<file path="config.mk">
export PLATFORM = sky130hd
export DESIGN_NAME = line_text_buffer_editor_core_flat
export DESIGN_NICKNAME = d
export VERILOG_FILES = /design/src/rtl/core/ltbe_pkg.sv /design/src/rtl/core/ltbe_in_if.sv /design/src/rtl/core/ltbe_out_if.sv /design/src/rtl/core/ltbe_ram.sv /design/src/rtl/core/ltbe_datapath.sv /design/src/rtl/core/ltbe_ctrl.sv /design/src/rtl/core/line_text_buffer_editor_core.sv /design/src/flat_wrapper.sv
export SDC_FILE = /design/constraint.sdc
export NUM_CORES = 2
export LEC_CHECK = 0
export ABC_CLOCK_PERIOD_IN_PS = 26900
export BUFFER_PORTS_ARGS = -buffer_cell sky130_fd_sc_hd__buf_2
export CAP_MARGIN = 20
export CORE_ASPECT_RATIO = 1.2
export CORE_MARGIN = 4
export CORE_UTILIZATION = 55
export CTS_CLUSTER_DIAMETER = 50
export DETAILED_ROUTE_END_ITERATION = 8
export PLACE_DENSITY = 0.83
export SKIP_CTS_REPAIR_TIMING = 1
export SLEW_MARGIN = 40
export SYNTH_ARGS = -nofsm -noshare
export SYNTH_HDL_FRONTEND = slang
export SYNTH_SLANG_ARGS = --single-unit
</file>
<file path="constraint.sdc">
create_clock -name clk_i -period 26.9 [get_ports clk_i]
set_clock_uncertainty 0.2 [all_clocks]
set_input_delay 8.07 -clock clk_i [delete_from_list [all_inputs] [get_ports clk_i]]
set_output_delay 8.07 -clock clk_i [all_outputs]
set_load 0.1 [all_outputs]
</file>
<file path="src/rtl/core/ltbe_pkg.sv">
// ----------------------------------------------------------------------------
// ltbe_pkg
// Shared types and constants of the line text buffer editor: key codes,
// key classes, sequencer phases, cursor commands and the command and status
// bundles between controller and datapath.
// ----------------------------------------------------------------------------
package ltbe_pkg;

  localparam logic [7:0] SPACE_CHAR   = 8'h20;
  localparam logic [7:0] PRINT_LOW    = 8'h20;
  localparam logic [7:0] PRINT_HIGH   = 8'h7D;
  localparam logic [7:0] KC_BACKSPACE = 8'h08;
  localparam logic [7:0] KC_ENTER     = 8'h0D;
  localparam logic [7:0] KC_UP        = 8'h80;
  localparam logic [7:0] KC_DOWN      = 8'h81;
  localparam logic [7:0] KC_LEFT      = 8'h82;
  localparam logic [7:0] KC_RIGHT     = 8'h83;
  localparam logic [7:0] KC_END       = 8'h84;
  localparam logic [7:0] KC_HOME      = 8'h85;

  localparam int BANNER_LEN = 7;
  localparam logic [7:0] BANNER [BANNER_LEN] = '{8'h3B, 8'h45, 8'h44, 8'h49, 8'h54, 8'h4F, 8'h52};

  typedef enum logic [3:0] {
    K_NONE  = 4'd0,
    K_READ  = 4'd1,
    K_PRINT = 4'd2,
    K_ENTER = 4'd3,
    K_BKSP  = 4'd4,
    K_UP    = 4'd5,
    K_DOWN  = 4'd6,
    K_LEFT  = 4'd7,
    K_RIGHT = 4'd8,
    K_END   = 4'd9,
    K_HOME  = 4'd10
  } kind_e;

  typedef enum logic [4:0] {
    P_INIT       = 5'd0,
    P_RDCELL     = 5'd1,
    P_INS_CHK    = 5'd2,
    P_INS_SHIFT  = 5'd3,
    P_INS_PUT    = 5'd4,
    P_ENT_CHK    = 5'd5,
    P_ENT_MOVE   = 5'd6,
    P_ENT_SPLIT  = 5'd7,
    P_ENT_PADN   = 5'd8,
    P_ENT_CLR    = 5'd9,
    P_BS_PREV    = 5'd10,
    P_BS_CUR     = 5'd11,
    P_BS_UP      = 5'd12,
    P_BS_LAST    = 5'd13,
    P_BS_FIND    = 5'd14,
    P_BS_CHK     = 5'd15,
    P_BS_DEL     = 5'd16,
    P_BS_CLRLAST = 5'd17
  } phase_e;

  typedef enum logic [3:0] {
    CUR_HOLD  = 4'd0,
    CUR_UP    = 4'd1,
    CUR_DOWN  = 4'd2,
    CUR_LEFT  = 4'd3,
    CUR_RIGHT = 4'd4,
    CUR_END   = 4'd5,
    CUR_HOME  = 4'd6,
    CUR_ENTER = 4'd7,
    CUR_FIX   = 4'd8
  } cur_e;

  typedef enum logic [1:0] {
    M_FILL = 2'd0,
    M_COPY = 2'd1,
    M_SCAN = 2'd2
  } mode_e;

  typedef struct packed {
    logic   accept;
    logic   start;
    phase_e phase;
    logic   from_cur;
    cur_e   cur;
    logic   finish;
  } cmd_t;

  typedef struct packed {
    logic  busy;
    logic  any_ns;
    kind_e kind;
    logic  rd_ok;
    logic  row_zero;
    logic  row_last;
    logic  col_zero;
    logic  col_last;
    logic  out_busy;
  } status_t;

endpackage

</file>
<file path="src/rtl/core/ltbe_in_if.sv">
// ----------------------------------------------------------------------------
// ltbe_in_if
// Keystroke / read request channel with valid-ready handshake.
// ----------------------------------------------------------------------------
interface ltbe_in_if;
  logic       valid;
  logic       ready;
  logic       action;
  logic [7:0] key_code;
  logic [3:0] read_row;
  logic [4:0] read_column;

  modport source (output valid, action, key_code, read_row, read_column, input ready);
  modport sink (input valid, action, key_code, read_row, read_column, output ready);
endinterface

</file>
<file path="src/rtl/core/ltbe_out_if.sv">
// ----------------------------------------------------------------------------
// ltbe_out_if
// Result channel with valid-ready handshake.
// ----------------------------------------------------------------------------
interface ltbe_out_if;
  logic       valid;
  logic       ready;
  logic [3:0] cursor_row;
  logic [4:0] cursor_column;
  logic [3:0] window_top;
  logic [4:0] window_left;
  logic [1:0] screen_row;
  logic [4:0] screen_column;
  logic [7:0] cell_char;
  logic       refresh;

  modport source (output valid, cursor_row, cursor_column, window_top, window_left,
                  screen_row, screen_column, cell_char, refresh, input ready);
  modport sink (input valid, cursor_row, cursor_column, window_top, window_left,
                screen_row, screen_column, cell_char, refresh, output ready);
endinterface

</file>
<file path="src/rtl/core/ltbe_ram.sv">
// ----------------------------------------------------------------------------
// ltbe_ram
// Generic RAM, one write port and one read port with registered read data.
// ----------------------------------------------------------------------------
module ltbe_ram #(
  parameter int WIDTH = 8,
  parameter int DEPTH = 512
) (
  input  logic                     clk_i,
  input  logic                     we_i,
  input  logic [$clog2(DEPTH)-1:0] waddr_i,
  input  logic [WIDTH-1:0]         wdata_i,
  input  logic                     re_i,
  input  logic [$clog2(DEPTH)-1:0] raddr_i,
  output logic [WIDTH-1:0]         rdata_o
);

  logic [WIDTH-1:0] mem [DEPTH];
  logic [WIDTH-1:0] rdata_q;

  always_ff @(posedge clk_i) begin
    if (we_i) begin
      mem[waddr_i] <= wdata_i;
    end
    if (re_i) begin
      rdata_q <= mem[raddr_i];
    end
  end

  assign rdata_o = rdata_q;

endmodule

</file>
<file path="src/rtl/core/ltbe_datapath.sv">
// ----------------------------------------------------------------------------
// ltbe_datapath
// Text grid memory with a block copy / fill / scan engine, cursor and
// window registers, and the result register.
// ----------------------------------------------------------------------------
module ltbe_datapath import ltbe_pkg::*; #(
  parameter int ROWS         = 16,
  parameter int COLUMNS      = 32,
  parameter int VIEW_ROWS    = 2,
  parameter int VIEW_COLUMNS = 16
) (
  input  logic       clk_i,
  input  logic       rst_ni,
  input  cmd_t       cmd_i,
  output status_t    status_o,
  input  logic       action_i,
  input  logic [7:0] key_code_i,
  input  logic [3:0] read_row_i,
  input  logic [4:0] read_column_i,
  output logic       out_valid_o,
  input  logic       out_ready_i,
  output logic [3:0] cursor_row_o,
  output logic [4:0] cursor_column_o,
  output logic [3:0] window_top_o,
  output logic [4:0] window_left_o,
  output logic [1:0] screen_row_o,
  output logic [4:0] screen_column_o,
  output logic [7:0] cell_char_o,
  output logic       refresh_o
);

  localparam int RW    = $clog2(ROWS);
  localparam int CW    = $clog2(COLUMNS);
  localparam int DEPTH = ROWS * COLUMNS;
  localparam int AW    = $clog2(DEPTH);
  localparam int NW    = AW + 1;

  logic          act_q;
  logic [7:0]    key_q;
  logic [3:0]    rr_q;
  logic [4:0]    rc_q;
  logic [RW-1:0] row_q, row_d;
  logic [CW-1:0] col_q, col_d;
  logic [RW-1:0] vt_q, vt_d;
  logic [CW-1:0] vl_q, vl_d;

  logic          busy_q, rv_q;
  mode_e         mode_q, s_mode;
  logic          desc_q, s_desc;
  logic          init_q;
  logic [AW-1:0] src_q, dst_q, s_src, s_dst;
  logic [NW-1:0] cnt_q, s_cnt;
  logic [7:0]    fill_q, s_fill;
  logic          any_ns_q;
  logic [CW-1:0] idx_q, last_idx_q;
  logic [7:0]    cell_q;

  logic          issue;
  logic          ram_we, ram_re;
  logic [AW-1:0] ram_waddr;
  logic [7:0]    ram_wdata, ram_rdata;
  logic [7:0]    init_char;

  logic          out_valid_q;
  logic [3:0]    o_row_q, o_vt_q;
  logic [4:0]    o_col_q, o_vl_q, o_scol_q;
  logic [1:0]    o_srow_q;
  logic [7:0]    o_cell_q;
  logic          o_refresh_q;

  kind_e         kind;

  // key classification
  always_comb begin
    kind = K_NONE;
    if (act_q) begin
      kind = K_READ;
    end else if (key_q >= PRINT_LOW && key_q <= PRINT_HIGH) begin
      kind = K_PRINT;
    end else begin
      case (key_q)
        KC_ENTER:     kind = K_ENTER;
        KC_BACKSPACE: kind = K_BKSP;
        KC_UP:        kind = K_UP;
        KC_DOWN:      kind = K_DOWN;
        KC_LEFT:      kind = K_LEFT;
        KC_RIGHT:     kind = K_RIGHT;
        KC_END:       kind = K_END;
        KC_HOME:      kind = K_HOME;
        default:      kind = K_NONE;
      endcase
    end
  end

  // block operation setup per phase
  always_comb begin
    int r, c, f;
    r      = int'(row_q);
    c      = int'(col_q);
    f      = cmd_i.from_cur ? r : r - 1;
    s_mode = M_SCAN;
    s_desc = 1'b0;
    s_src  = '0;
    s_dst  = '0;
    s_cnt  = '0;
    s_fill = SPACE_CHAR;
    case (cmd_i.phase)
      P_INIT: begin
        s_mode = M_FILL;
        s_cnt  = NW'(DEPTH);
      end
      P_RDCELL: begin
        s_src = AW'(int'(rr_q) * COLUMNS + int'(rc_q));
        s_cnt = NW'(1);
      end
      P_INS_CHK: begin
        s_src = AW'(r * COLUMNS + COLUMNS - 1);
        s_cnt = NW'(1);
      end
      P_INS_SHIFT: begin
        s_mode = M_COPY;
        s_desc = 1'b1;
        s_src  = AW'(r * COLUMNS + COLUMNS - 2);
        s_dst  = AW'(r * COLUMNS + COLUMNS - 1);
        s_cnt  = NW'(COLUMNS - 1 - c);
      end
      P_INS_PUT: begin
        s_mode = M_FILL;
        s_dst  = AW'(r * COLUMNS + c);
        s_cnt  = NW'(1);
        s_fill = key_q;
      end
      P_ENT_CHK: begin
        s_src = AW'((ROWS - 1) * COLUMNS);
        s_cnt = NW'(COLUMNS);
      end
      P_ENT_MOVE: begin
        s_mode = M_COPY;
        s_desc = 1'b1;
        s_src  = AW'((ROWS - 1) * COLUMNS - 1);
        s_dst  = AW'(DEPTH - 1);
        s_cnt  = NW'((ROWS - 1 - r) * COLUMNS);
      end
      P_ENT_SPLIT: begin
        s_mode = M_COPY;
        s_src  = AW'(r * COLUMNS + c);
        s_dst  = AW'((r + 1) * COLUMNS);
        s_cnt  = NW'(COLUMNS - c);
      end
      P_ENT_PADN: begin
        s_mode = M_FILL;
        s_dst  = AW'((r + 1) * COLUMNS + COLUMNS - c);
        s_cnt  = NW'(c);
      end
      P_ENT_CLR: begin
        s_mode = M_FILL;
        s_dst  = AW'(r * COLUMNS + c);
        s_cnt  = NW'(COLUMNS - c);
      end
      P_BS_PREV: begin
        s_src = AW'((r - 1) * COLUMNS);
        s_cnt = NW'(COLUMNS);
      end
      P_BS_CUR, P_BS_FIND: begin
        s_src = AW'(r * COLUMNS);
        s_cnt = NW'(COLUMNS);
      end
      P_BS_UP: begin
        s_mode = M_COPY;
        s_src  = AW'((f + 1) * COLUMNS);
        s_dst  = AW'(f * COLUMNS);
        s_cnt  = NW'((ROWS - 1 - f) * COLUMNS);
      end
      P_BS_LAST: begin
        s_mode = M_FILL;
        s_dst  = AW'((ROWS - 1) * COLUMNS);
        s_cnt  = NW'(COLUMNS);
      end
      P_BS_CHK: begin
        s_src = AW'(r * COLUMNS + c);
        s_cnt = NW'(1);
      end
      P_BS_DEL: begin
        s_mode = M_COPY;
        s_src  = AW'(r * COLUMNS + c + 1);
        s_dst  = AW'(r * COLUMNS + c);
        s_cnt  = NW'(COLUMNS - 1 - c);
      end
      P_BS_CLRLAST: begin
        s_mode = M_FILL;
        s_dst  = AW'(r * COLUMNS + COLUMNS - 1);
        s_cnt  = NW'(1);
      end
      default: begin
        s_mode = M_SCAN;
      end
    endcase
  end

  assign issue     = busy_q && (cnt_q != '0);
  assign init_char = (dst_q < AW'(BANNER_LEN)) ? BANNER[dst_q[2:0]] : SPACE_CHAR;

  always_comb begin
    ram_we    = 1'b0;
    ram_re    = 1'b0;
    ram_waddr = dst_q;
    ram_wdata = ram_rdata;
    if (mode_q == M_FILL) begin
      ram_we    = issue;
      ram_wdata = init_q ? init_char : fill_q;
    end else begin
      ram_re = issue;
      ram_we = rv_q && (mode_q == M_COPY);
    end
  end

  ltbe_ram #(
    .WIDTH (8),
    .DEPTH (DEPTH)
  ) u_grid (
    .clk_i   (clk_i),
    .we_i    (ram_we),
    .waddr_i (ram_waddr),
    .wdata_i (ram_wdata),
    .re_i    (ram_re),
    .raddr_i (src_q),
    .rdata_o (ram_rdata)
  );

  // engine control
  always_ff @(posedge clk_i or negedge rst_ni) begin
    if (!rst_ni) begin
      busy_q <= 1'b0;
      rv_q   <= 1'b0;
    end else if (cmd_i.start) begin
      busy_q <= 1'b1;
      rv_q   <= 1'b0;
    end else begin
      rv_q <= issue && (mode_q != M_FILL);
      if (busy_q && (cnt_q == '0) && !rv_q) begin
        busy_q <= 1'b0;
      end
    end
  end

  // engine pointers and scan results
  always_ff @(posedge clk_i) begin
    if (cmd_i.start) begin
      mode_q   <= s_mode;
      desc_q   <= s_desc;
      init_q   <= (cmd_i.phase == P_INIT);
      src_q    <= s_src;
      dst_q    <= s_dst;
      cnt_q    <= s_cnt;
      fill_q   <= s_fill;
      any_ns_q <= 1'b0;
      idx_q    <= '0;
    end else begin
      if (issue) begin
        cnt_q <= cnt_q - NW'(1);
        if (mode_q != M_FILL) begin
          src_q <= desc_q ? src_q - AW'(1) : src_q + AW'(1);
        end
      end
      if (ram_we) begin
        dst_q <= desc_q ? dst_q - AW'(1) : dst_q + AW'(1);
      end
      if (rv_q && mode_q == M_SCAN) begin
        cell_q <= ram_rdata;
        idx_q  <= idx_q + CW'(1);
        if (ram_rdata != SPACE_CHAR) begin
          any_ns_q   <= 1'b1;
          last_idx_q <= idx_q;
        end
      end
    end
    if (cmd_i.accept) begin
      cell_q <= '0;
    end
  end

  always_ff @(posedge clk_i) begin
    if (cmd_i.accept) begin
      act_q <= action_i;
      key_q <= key_code_i;
      rr_q  <= read_row_i;
      rc_q  <= read_column_i;
    end
  end

  // cursor
  always_comb begin
    logic [CW-1:0] c;
    c     = any_ns_q ? last_idx_q : col_q;
    row_d = row_q;
    col_d = col_q;
    case (cmd_i.cur)
      CUR_UP: begin
        if (row_q != '0) row_d = row_q - RW'(1);
      end
      CUR_DOWN: begin
        if (32'(row_q) < ROWS - 1) row_d = row_q + RW'(1);
      end
      CUR_LEFT: begin
        if (col_q != '0) col_d = col_q - CW'(1);
      end
      CUR_RIGHT: begin
        if (32'(col_q) < COLUMNS - 1) col_d = col_q + CW'(1);
      end
      CUR_END:  col_d = CW'(COLUMNS - 1);
      CUR_HOME: col_d = '0;
      CUR_ENTER: begin
        if (32'(row_q) < ROWS - 1) row_d = row_q + RW'(1);
        col_d = '0;
      end
      CUR_FIX: begin
        col_d = (32'(c) < COLUMNS - 1) ? c + CW'(1) : c;
      end
      default: begin
        row_d = row_q;
      end
    endcase
  end

  // window follows cursor
  always_comb begin
    logic [CW:0] dcol;
    logic [RW:0] drow;
    dcol = {1'b0, col_q} - {1'b0, vl_q};
    drow = {1'b0, row_q} - {1'b0, vt_q};
    vl_d = vl_q;
    vt_d = vt_q;
    if (col_q < vl_q) begin
      vl_d = col_q;
    end else if (32'(dcol) >= VIEW_COLUMNS) begin
      vl_d = CW'(32'(col_q) - VIEW_COLUMNS + 1);
    end
    if (row_q < vt_q) begin
      vt_d = row_q;
    end else if (32'(drow) >= VIEW_ROWS) begin
      vt_d = RW'(32'(row_q) - VIEW_ROWS + 1);
    end
  end

  always_ff @(posedge clk_i or negedge rst_ni) begin
    if (!rst_ni) begin
      row_q       <= '0;
      col_q       <= '0;
      vt_q        <= '0;
      vl_q        <= '0;
      out_valid_q <= 1'b0;
    end else begin
      row_q <= row_d;
      col_q <= col_d;
      if (cmd_i.finish) begin
        vt_q        <= vt_d;
        vl_q        <= vl_d;
        out_valid_q <= 1'b1;
      end else if (out_ready_i) begin
        out_valid_q <= 1'b0;
      end
    end
  end

  always_ff @(posedge clk_i) begin
    if (cmd_i.finish) begin
      o_row_q     <= 4'(row_q);
      o_col_q     <= 5'(col_q);
      o_vt_q      <= 4'(vt_d);
      o_vl_q      <= 5'(vl_d);
      o_srow_q    <= 2'(RW'(row_q - vt_d));
      o_scol_q    <= 5'(CW'(col_q - vl_d));
      o_cell_q    <= act_q ? cell_q : 8'h00;
      o_refresh_q <= !act_q && (key_q != 8'h00);
    end
  end

  assign out_valid_o     = out_valid_q;
  assign cursor_row_o    = o_row_q;
  assign cursor_column_o = o_col_q;
  assign window_top_o    = o_vt_q;
  assign window_left_o   = o_vl_q;
  assign screen_row_o    = o_srow_q;
  assign screen_column_o = o_scol_q;
  assign cell_char_o     = o_cell_q;
  assign refresh_o       = o_refresh_q;

  always_comb begin
    status_o.busy     = busy_q;
    status_o.any_ns   = any_ns_q;
    status_o.kind     = kind;
    status_o.rd_ok    = (32'(rr_q) < ROWS) && (32'(rc_q) < COLUMNS);
    status_o.row_zero = (row_q == '0);
    status_o.row_last = (32'(row_q) == ROWS - 1);
    status_o.col_zero = (col_q == '0);
    status_o.col_last = (32'(col_q) == COLUMNS - 1);
    status_o.out_busy = out_valid_q && !out_ready_i;
  end

endmodule

</file>
<file path="src/rtl/core/ltbe_ctrl.sv">
// ----------------------------------------------------------------------------
// ltbe_ctrl
// Controller: decodes each keystroke into a sequence of block operations
// and cursor updates, and hands the result to the output register.
// ----------------------------------------------------------------------------
module ltbe_ctrl import ltbe_pkg::*; (
  input  logic    clk_i,
  input  logic    rst_ni,
  input  logic    in_valid_i,
  output logic    in_ready_o,
  input  status_t status_i,
  output cmd_t    cmd_o
);

  typedef enum logic [4:0] {
    S_IDLE   = 5'b00001,
    S_DECODE = 5'b00010,
    S_START  = 5'b00100,
    S_WAIT   = 5'b01000,
    S_FINISH = 5'b10000
  } state_e;

  state_e state_q, state_d;
  phase_e phase_q, phase_d;
  logic   prev_ns_q, prev_ns_d;
  logic   from_cur_q, from_cur_d;
  cur_e   cur;

  always_comb begin
    state_d    = state_q;
    phase_d    = phase_q;
    prev_ns_d  = prev_ns_q;
    from_cur_d = from_cur_q;
    cur        = CUR_HOLD;
    case (state_q)
      S_IDLE: begin
        if (in_valid_i) state_d = S_DECODE;
      end
      S_DECODE: begin
        state_d = S_FINISH;
        case (status_i.kind)
          K_READ: begin
            if (status_i.rd_ok) begin
              phase_d = P_RDCELL;
              state_d = S_START;
            end
          end
          K_PRINT: begin
            phase_d = P_INS_CHK;
            state_d = S_START;
          end
          K_ENTER: begin
            if (status_i.row_last) begin
              cur = CUR_ENTER;
            end else begin
              phase_d = P_ENT_CHK;
              state_d = S_START;
            end
          end
          K_BKSP: begin
            if (status_i.col_zero) begin
              if (!status_i.row_zero) begin
                phase_d = P_BS_PREV;
                state_d = S_START;
              end
            end else if (status_i.col_last) begin
              phase_d = P_BS_CHK;
              state_d = S_START;
            end else begin
              cur     = CUR_LEFT;
              phase_d = P_BS_DEL;
              state_d = S_START;
            end
          end
          K_UP:    cur = CUR_UP;
          K_DOWN:  cur = CUR_DOWN;
          K_LEFT:  cur = CUR_LEFT;
          K_RIGHT: cur = CUR_RIGHT;
          K_END:   cur = CUR_END;
          K_HOME:  cur = CUR_HOME;
          default: cur = CUR_HOLD;
        endcase
      end
      S_START: begin
        state_d = S_WAIT;
      end
      S_WAIT: begin
        if (!status_i.busy) begin
          state_d = S_START;
          case (phase_q)
            P_INIT:      state_d = S_IDLE;
            P_RDCELL:    state_d = S_FINISH;
            P_INS_CHK: begin
              if (status_i.any_ns) state_d = S_FINISH;
              else phase_d = P_INS_SHIFT;
            end
            P_INS_SHIFT: phase_d = P_INS_PUT;
            P_INS_PUT: begin
              cur     = CUR_RIGHT;
              state_d = S_FINISH;
            end
            P_ENT_CHK: begin
              if (status_i.any_ns) begin
                cur     = CUR_ENTER;
                state_d = S_FINISH;
              end else begin
                phase_d = P_ENT_MOVE;
              end
            end
            P_ENT_MOVE:  phase_d = P_ENT_SPLIT;
            P_ENT_SPLIT: phase_d = P_ENT_PADN;
            P_ENT_PADN:  phase_d = P_ENT_CLR;
            P_ENT_CLR: begin
              cur     = CUR_ENTER;
              state_d = S_FINISH;
            end
            P_BS_PREV: begin
              prev_ns_d = status_i.any_ns;
              phase_d   = P_BS_CUR;
            end
            P_BS_CUR: begin
              if (prev_ns_q && status_i.any_ns) begin
                cur     = CUR_UP;
                phase_d = P_BS_FIND;
              end else begin
                from_cur_d = !status_i.any_ns;
                phase_d    = P_BS_UP;
              end
            end
            P_BS_UP:     phase_d = P_BS_LAST;
            P_BS_LAST: begin
              cur     = CUR_UP;
              phase_d = P_BS_FIND;
            end
            P_BS_FIND: begin
              cur     = CUR_FIX;
              state_d = S_FINISH;
            end
            P_BS_CHK: begin
              if (status_i.any_ns) begin
                phase_d = P_BS_CLRLAST;
              end else begin
                cur     = CUR_LEFT;
                phase_d = P_BS_DEL;
              end
            end
            P_BS_DEL:     phase_d = P_BS_CLRLAST;
            P_BS_CLRLAST: state_d = S_FINISH;
            default:      state_d = S_FINISH;
          endcase
        end
      end
      S_FINISH: begin
        if (!status_i.out_busy) state_d = S_IDLE;
      end
      default: state_d = S_IDLE;
    endcase
  end

  always_ff @(posedge clk_i or negedge rst_ni) begin
    if (!rst_ni) begin
      state_q    <= S_START;
      phase_q    <= P_INIT;
      prev_ns_q  <= 1'b0;
      from_cur_q <= 1'b0;
    end else begin
      state_q    <= state_d;
      phase_q    <= phase_d;
      prev_ns_q  <= prev_ns_d;
      from_cur_q <= from_cur_d;
    end
  end

  assign in_ready_o = (state_q == S_IDLE);

  always_comb begin
    cmd_o.accept   = (state_q == S_IDLE) && in_valid_i;
    cmd_o.start    = (state_q == S_START);
    cmd_o.phase    = phase_q;
    cmd_o.from_cur = from_cur_q;
    cmd_o.cur      = cur;
    cmd_o.finish   = (state_q == S_FINISH) && !status_i.out_busy;
  end

endmodule

</file>
<file path="src/rtl/core/line_text_buffer_editor_core.sv">
// ----------------------------------------------------------------------------
// line_text_buffer_editor_core
// Text grid editor: one keystroke or one cell read per transfer, one result
// per transfer.
// ----------------------------------------------------------------------------
// After reset the grid memory is cleared to spaces with the banner on row 0,
// during which no keystroke is taken. Cursor keys and ignored codes need no
// grid access; reads and grid edits (insert, delete, enter and backspace
// joining lines) move or scan cells one at a time through the single grid
// memory. The next item is taken once the result is in the output register.
// ----------------------------------------------------------------------------
module line_text_buffer_editor_core import ltbe_pkg::*; #(
  parameter int ROWS         = 16,
  parameter int COLUMNS      = 32,
  parameter int VIEW_ROWS    = 2,
  parameter int VIEW_COLUMNS = 16
) (
  input  logic       clk_i,
  input  logic       rst_ni,
  ltbe_in_if.sink    item_i,
  ltbe_out_if.source result_o
);

  cmd_t    cmd;
  status_t status;
  logic    in_ready;

  assign item_i.ready = in_ready;

  ltbe_ctrl u_ctrl (
    .clk_i      (clk_i),
    .rst_ni     (rst_ni),
    .in_valid_i (item_i.valid),
    .in_ready_o (in_ready),
    .status_i   (status),
    .cmd_o      (cmd)
  );

  ltbe_datapath #(
    .ROWS         (ROWS),
    .COLUMNS      (COLUMNS),
    .VIEW_ROWS    (VIEW_ROWS),
    .VIEW_COLUMNS (VIEW_COLUMNS)
  ) u_datapath (
    .clk_i           (clk_i),
    .rst_ni          (rst_ni),
    .cmd_i           (cmd),
    .status_o        (status),
    .action_i        (item_i.action),
    .key_code_i      (item_i.key_code),
    .read_row_i      (item_i.read_row),
    .read_column_i   (item_i.read_column),
    .out_valid_o     (result_o.valid),
    .out_ready_i     (result_o.ready),
    .cursor_row_o    (result_o.cursor_row),
    .cursor_column_o (result_o.cursor_column),
    .window_top_o    (result_o.window_top),
    .window_left_o   (result_o.window_left),
    .screen_row_o    (result_o.screen_row),
    .screen_column_o (result_o.screen_column),
    .cell_char_o     (result_o.cell_char),
    .refresh_o       (result_o.refresh)
  );

endmodule
</file>
<file path="src/flat_wrapper.sv">
// flat-port wrapper written by rule: the top's interface ports become plain ports
module line_text_buffer_editor_core_flat import ltbe_pkg::*;
#(
  parameter int ROWS         = 16,
  parameter int COLUMNS      = 32,
  parameter int VIEW_ROWS    = 2,
  parameter int VIEW_COLUMNS = 16
)
  (clk_i, rst_ni, item_i_valid, item_i_action, item_i_key_code, item_i_read_row, item_i_read_column, item_i_ready, result_o_valid, result_o_cursor_row, result_o_cursor_column, result_o_window_top, result_o_window_left, result_o_screen_row, result_o_screen_column, result_o_cell_char, result_o_refresh, result_o_ready);
  ltbe_in_if item_i_i ();
  ltbe_out_if result_o_i ();
  input  logic clk_i;
  input  logic rst_ni;
  input wire logic [$bits(item_i_i.valid)-1:0] item_i_valid;
  input wire logic [$bits(item_i_i.action)-1:0] item_i_action;
  input wire logic [$bits(item_i_i.key_code)-1:0] item_i_key_code;
  input wire logic [$bits(item_i_i.read_row)-1:0] item_i_read_row;
  input wire logic [$bits(item_i_i.read_column)-1:0] item_i_read_column;
  output wire logic [$bits(item_i_i.ready)-1:0] item_i_ready;
  output wire logic [$bits(result_o_i.valid)-1:0] result_o_valid;
  output wire logic [$bits(result_o_i.cursor_row)-1:0] result_o_cursor_row;
  output wire logic [$bits(result_o_i.cursor_column)-1:0] result_o_cursor_column;
  output wire logic [$bits(result_o_i.window_top)-1:0] result_o_window_top;
  output wire logic [$bits(result_o_i.window_left)-1:0] result_o_window_left;
  output wire logic [$bits(result_o_i.screen_row)-1:0] result_o_screen_row;
  output wire logic [$bits(result_o_i.screen_column)-1:0] result_o_screen_column;
  output wire logic [$bits(result_o_i.cell_char)-1:0] result_o_cell_char;
  output wire logic [$bits(result_o_i.refresh)-1:0] result_o_refresh;
  input wire logic [$bits(result_o_i.ready)-1:0] result_o_ready;
  assign item_i_i.valid = item_i_valid;
  assign item_i_i.action = item_i_action;
  assign item_i_i.key_code = item_i_key_code;
  assign item_i_i.read_row = item_i_read_row;
  assign item_i_i.read_column = item_i_read_column;
  assign item_i_ready = item_i_i.ready;
  assign result_o_valid = result_o_i.valid;
  assign result_o_cursor_row = result_o_i.cursor_row;
  assign result_o_cursor_column = result_o_i.cursor_column;
  assign result_o_window_top = result_o_i.window_top;
  assign result_o_window_left = result_o_i.window_left;
  assign result_o_screen_row = result_o_i.screen_row;
  assign result_o_screen_column = result_o_i.screen_column;
  assign result_o_cell_char = result_o_i.cell_char;
  assign result_o_refresh = result_o_i.refresh;
  assign result_o_i.ready = result_o_ready;
  line_text_buffer_editor_core #(.ROWS(ROWS), .COLUMNS(COLUMNS), .VIEW_ROWS(VIEW_ROWS), .VIEW_COLUMNS(VIEW_COLUMNS)) u_core (.clk_i(clk_i), .rst_ni(rst_ni), .item_i(item_i_i), .result_o(result_o_i));
endmodule
</file>
==> load_flow_metrics.sql <==
INSERT INTO impl_metrics (metric_group, metric, value, unit) VALUES
('placement', 'routabilityCongestion', '0.941', ''),
('route', 'drtAntennaViolNets', '0', ''),
('synth', 'synth_fp_nets', '8164', ''),
('global_route', 'antenna_found_initial', '18', ''),
('layout', 'final_nets', '8275', ''),
('clock_network', 'clock_sink_count', '4248', ''),
('clock_network', 'numCtsBuffers', '382', ''),
('layout', 'synth_to_layout_area_growth', '10.9', '%'),
('power_and_ir_drop', 'static-leakage-power', '57.7', 'nW'),
('synth', 'synth.top_cell.area_share', '75.0', '%'),
('setup_path', 'required', '18.63', 'ns'),
('placement', 'placement.io_buffers', '57', ''),
('clock_network', 'clock_tree.htree_level_count', '5', ''),
('setup_path', 'timing.critical_path.to', 'item_i_ready', ''),
('route', 'vias', '92400', ''),
('timing', 'final.setup.tns', '0', 'ns'),
('route', 'met1_layer_wirelength_in_the_final_routing', '145000', 'um'),
('hold_path', 'worstHoldPathType', 'reg -> reg', ''),
('synth', 'cells_taking_the_most_area_after_synthesis', 'edfxtp_1 75%, mux4_2 14%, nor2_1 1.3%, mux2i_1 1.3%, a22oi_1 1.1%', ''),
('setup_path', 'crit-reg2reg-capture', 'u_core.u_datapath.u_grid.rdata_o[4]', ''),
('synth', 'synth-seq-area-share', '75.7', '%'),
('run_status', 'status', 'completed', ''),
('timing', 'setup_repair_after_global_routing_missed_its_margin', 'false', ''),
('global_route', 'grt_pass1_wl', '674000', 'um'),
('setup_path', 'timing.critical_path.depth', '3', ''),
('power_and_ir_drop', 'power_share_of_the_clock_group', '29.8', '%'),
('clock_network', 'cts_buffer_depth', '4', ''),
('synth', 'syn_area', '0.168', 'mm2'),
('setup_path', 'cpLargestDelayFamily', 'simple AND/OR/NAND/NOR gates', ''),
('power_and_ir_drop', 'fraction_of_power_spent_switching_nets', '32.4', '%'),
('timing', 'setup_viol', '0', ''),
('timing', 'hold_violation_count_in_the_final_report', '0', ''),
('power_and_ir_drop', 'switching_power', '6.09', 'mW'),
('synth', 'ys_types', '85', ''),
('clock_network', 'clkTransAtPathRegs', '0.06', 'ns'),
('clock_network', 'insertion_delay', '0.97', 'ns'),
('synth', 'netlist_instances', '8086', ''),
('floorplan', 'row_count', '222', ''),
('power_and_ir_drop', 'sequential_fraction_of_design_power', '43.0', '%'),
('setup_path', 'setup.worst_path.start_class', 'flip-flop', ''),
('layout', 'final_util', '61.2', '%'),
('setup_path', 'reg2reg_depth', '13', ''),
('power_and_ir_drop', 'total_power', '18.8', 'mW'),
('timing', 'maxClockFrequency', '94.4', 'MHz'),
('setup_path', 'critPathArrivalTime', '2.32', 'ns'),
('timing', 'slew_violations', '0', ''),
('synth', 'number_of_storage_elements_in_the_synthesis_netlist', '4248', ''),
('floorplan', 'floorplan.die.width', '513', 'um'),
('floorplan', 'dieHeight', '614', 'um'),
('route', 'drc_errors', '0', ''),
('synth', 'post-synth-top-area-cell', 'edfxtp_1', ''),
('power_and_ir_drop', 'power.share.combinational', '27.2', '%'),
('setup_path', 'setup.worst_path.class', 'reg -> out', ''),
('setup_path', 'r2r_slack', '20.04', 'ns'),
('timing', 'timing_worst_slew_pin_value', '1.12', 'ns'),
('route', 'post_drt_wl_per_cell', '38.5', 'um'),
('placement', 'estimated_wirelength_of_the_detail_placed_design', '244000', 'um'),
('setup_path', 'timing.critical_path.to_type', 'output pin', ''),
('route', 'first_iter_violations', '16800', ''),
('power_and_ir_drop', 'power_density', '101', 'mW/mm2'),
('floorplan', 'start_util', '55.2', '%'),
('floorplan', 'ios', '58', ''),
('timing', 'post-route-min-period', '10.59', 'ns'),
('route', 'drt-pass1-iter-count', '9', ''),
('route', 'top_signal_layer_used', 'met5', ''),
('power_and_ir_drop', 'cellInternalPower', '12.7', 'mW'),
('timing', 'relSlewSlack', '25.4', '%'),
('route', 'wl_met2', '235000', 'um'),
('timing', 'hold_ws', '0.256', 'ns'),
('setup_path', 'buffer_and_inverter_count_on_the_worst_path', '1', ''),
('synth', 'synth_warnings', '0', '');
## cells in the final DEF (no fill, tap or decap), types with 36 or more instances in the layout
cell type  count
inv_1         49
buf_2         57
ha_1          51
a221oi_1      77
o21ai_0       65
buf_4         79
clkinv_1      73
o22ai_1       39
nand2_1      143
clkbuf_1      62
edfxtp_1    4201
mux2_2        43
nand3_1       64
clkbuf_16    392
mux2i_1      212
buf_6         42
mux4_2      1073
a22oi_1      256
nor2_2       206
a21oi_1      139
nor2_1       390
clkinv_2      64
a21o_1        36
## per-layer routing
layer	track usage, %	vias to the layer above
met5	0.0616	-
met4	18.7	14
met1	35.9	46500
met2	47.3	9615
li1	-	33900
met3	8.00	2399
## kinds of logic after synthesis
family | Yosys count | synth area share [%]
muxes | 1328 | 15.9
buffers and inverters | 550 | 1.60
and+or+nand+nor | 1090 | 2.93
DFF | 4248 | 75.7
adders and majority gates | 56 | 0.439
AOI/OAI and AO/OA | 766 | 3.15
xor gates and xnor gates | 48 | 0.255
## power groups by stage
stage          Combinational, mW  Sequential (mW)  Clock, mW
3_5_place_dp                4.62             8.23          0
3_3_place_gp                4.39             8.23          0
6_report                    5.11             8.08       5.60
4_1_cts                     4.82             8.09       5.55
5_1_grt                     5.18             8.08       5.88
2_1_floorplan               2.95             9.27          0
## worst min-delay path by stage
stage                     slack, ns                         endpoint  cells after the start                   startpoint
after floorplan                0.23  u_core.u_datapath.last_idx_q[4]                      0   u_core.u_datapath.idx_q[4]
after global placement         0.24  u_core.u_datapath.last_idx_q[4]                      0   u_core.u_datapath.idx_q[4]
after detailed placement       0.25      u_core.u_datapath.cell_q[6]                      2  u_core.u_datapath.cell_q[6]
after CTS                      0.26      u_core.u_datapath.cell_q[4]                      2  u_core.u_datapath.cell_q[4]
after global routing           0.27  u_core.u_datapath.last_idx_q[4]                      0   u_core.u_datapath.idx_q[4]
final                          0.26      u_core.u_datapath.cell_q[4]                      2  u_core.u_datapath.cell_q[4]
## layout make-up
class	count	area, um2
Antenna cell	23	57.6
Clock buffer	456	10100
Clock inverter	228	2210
Fill cell	18800	118000
Inverter	51	193
Multi-Input combinational cell	3288	39100
Sequential cell	4248	127000
Tap cell	4032	5040
Timing Repair Buffer	226	2430
## state kept, by name, summed over array words and instances (netlist names), 5 cells and up
signal,flops
u_core.u_ctrl.phase_q,5
u_core.u_ctrl.state_q,5
u_core.u_datapath.cell_char_o,8
u_core.u_datapath.cell_q,8
u_core.u_datapath.cnt_q,10
u_core.u_datapath.col_q,5
u_core.u_datapath.cursor_column_o,5
u_core.u_datapath.dst_q,9
u_core.u_datapath.fill_q,8
u_core.u_datapath.idx_q,5
u_core.u_datapath.key_q,8
u_core.u_datapath.last_idx_q,5
u_core.u_datapath.rc_q,5
u_core.u_datapath.screen_column_o,5
u_core.u_datapath.src_q,9
u_core.u_datapath.u_grid.mem,4096
u_core.u_datapath.u_grid.rdata_o,8
u_core.u_datapath.vl_q,5
u_core.u_datapath.window_left_o,5
## through the flow
step	cell area, um2	instances	setup slack [ns]
global placement	172000	11800	16.49
CTS	185000	12500	16.31
floorplan	168000	8086	0.882
finish	186000	12600	16.31
global route	186000	12500	16.29
detailed placement	173000	11800	16.83
## worst min-delay path: stages, from the launching register on
cell and delay [ns]:
dfxtp_1 0.31, nand2_1 0.05, a21oi_1 0.05
Power figures use the tool's default switching activity.
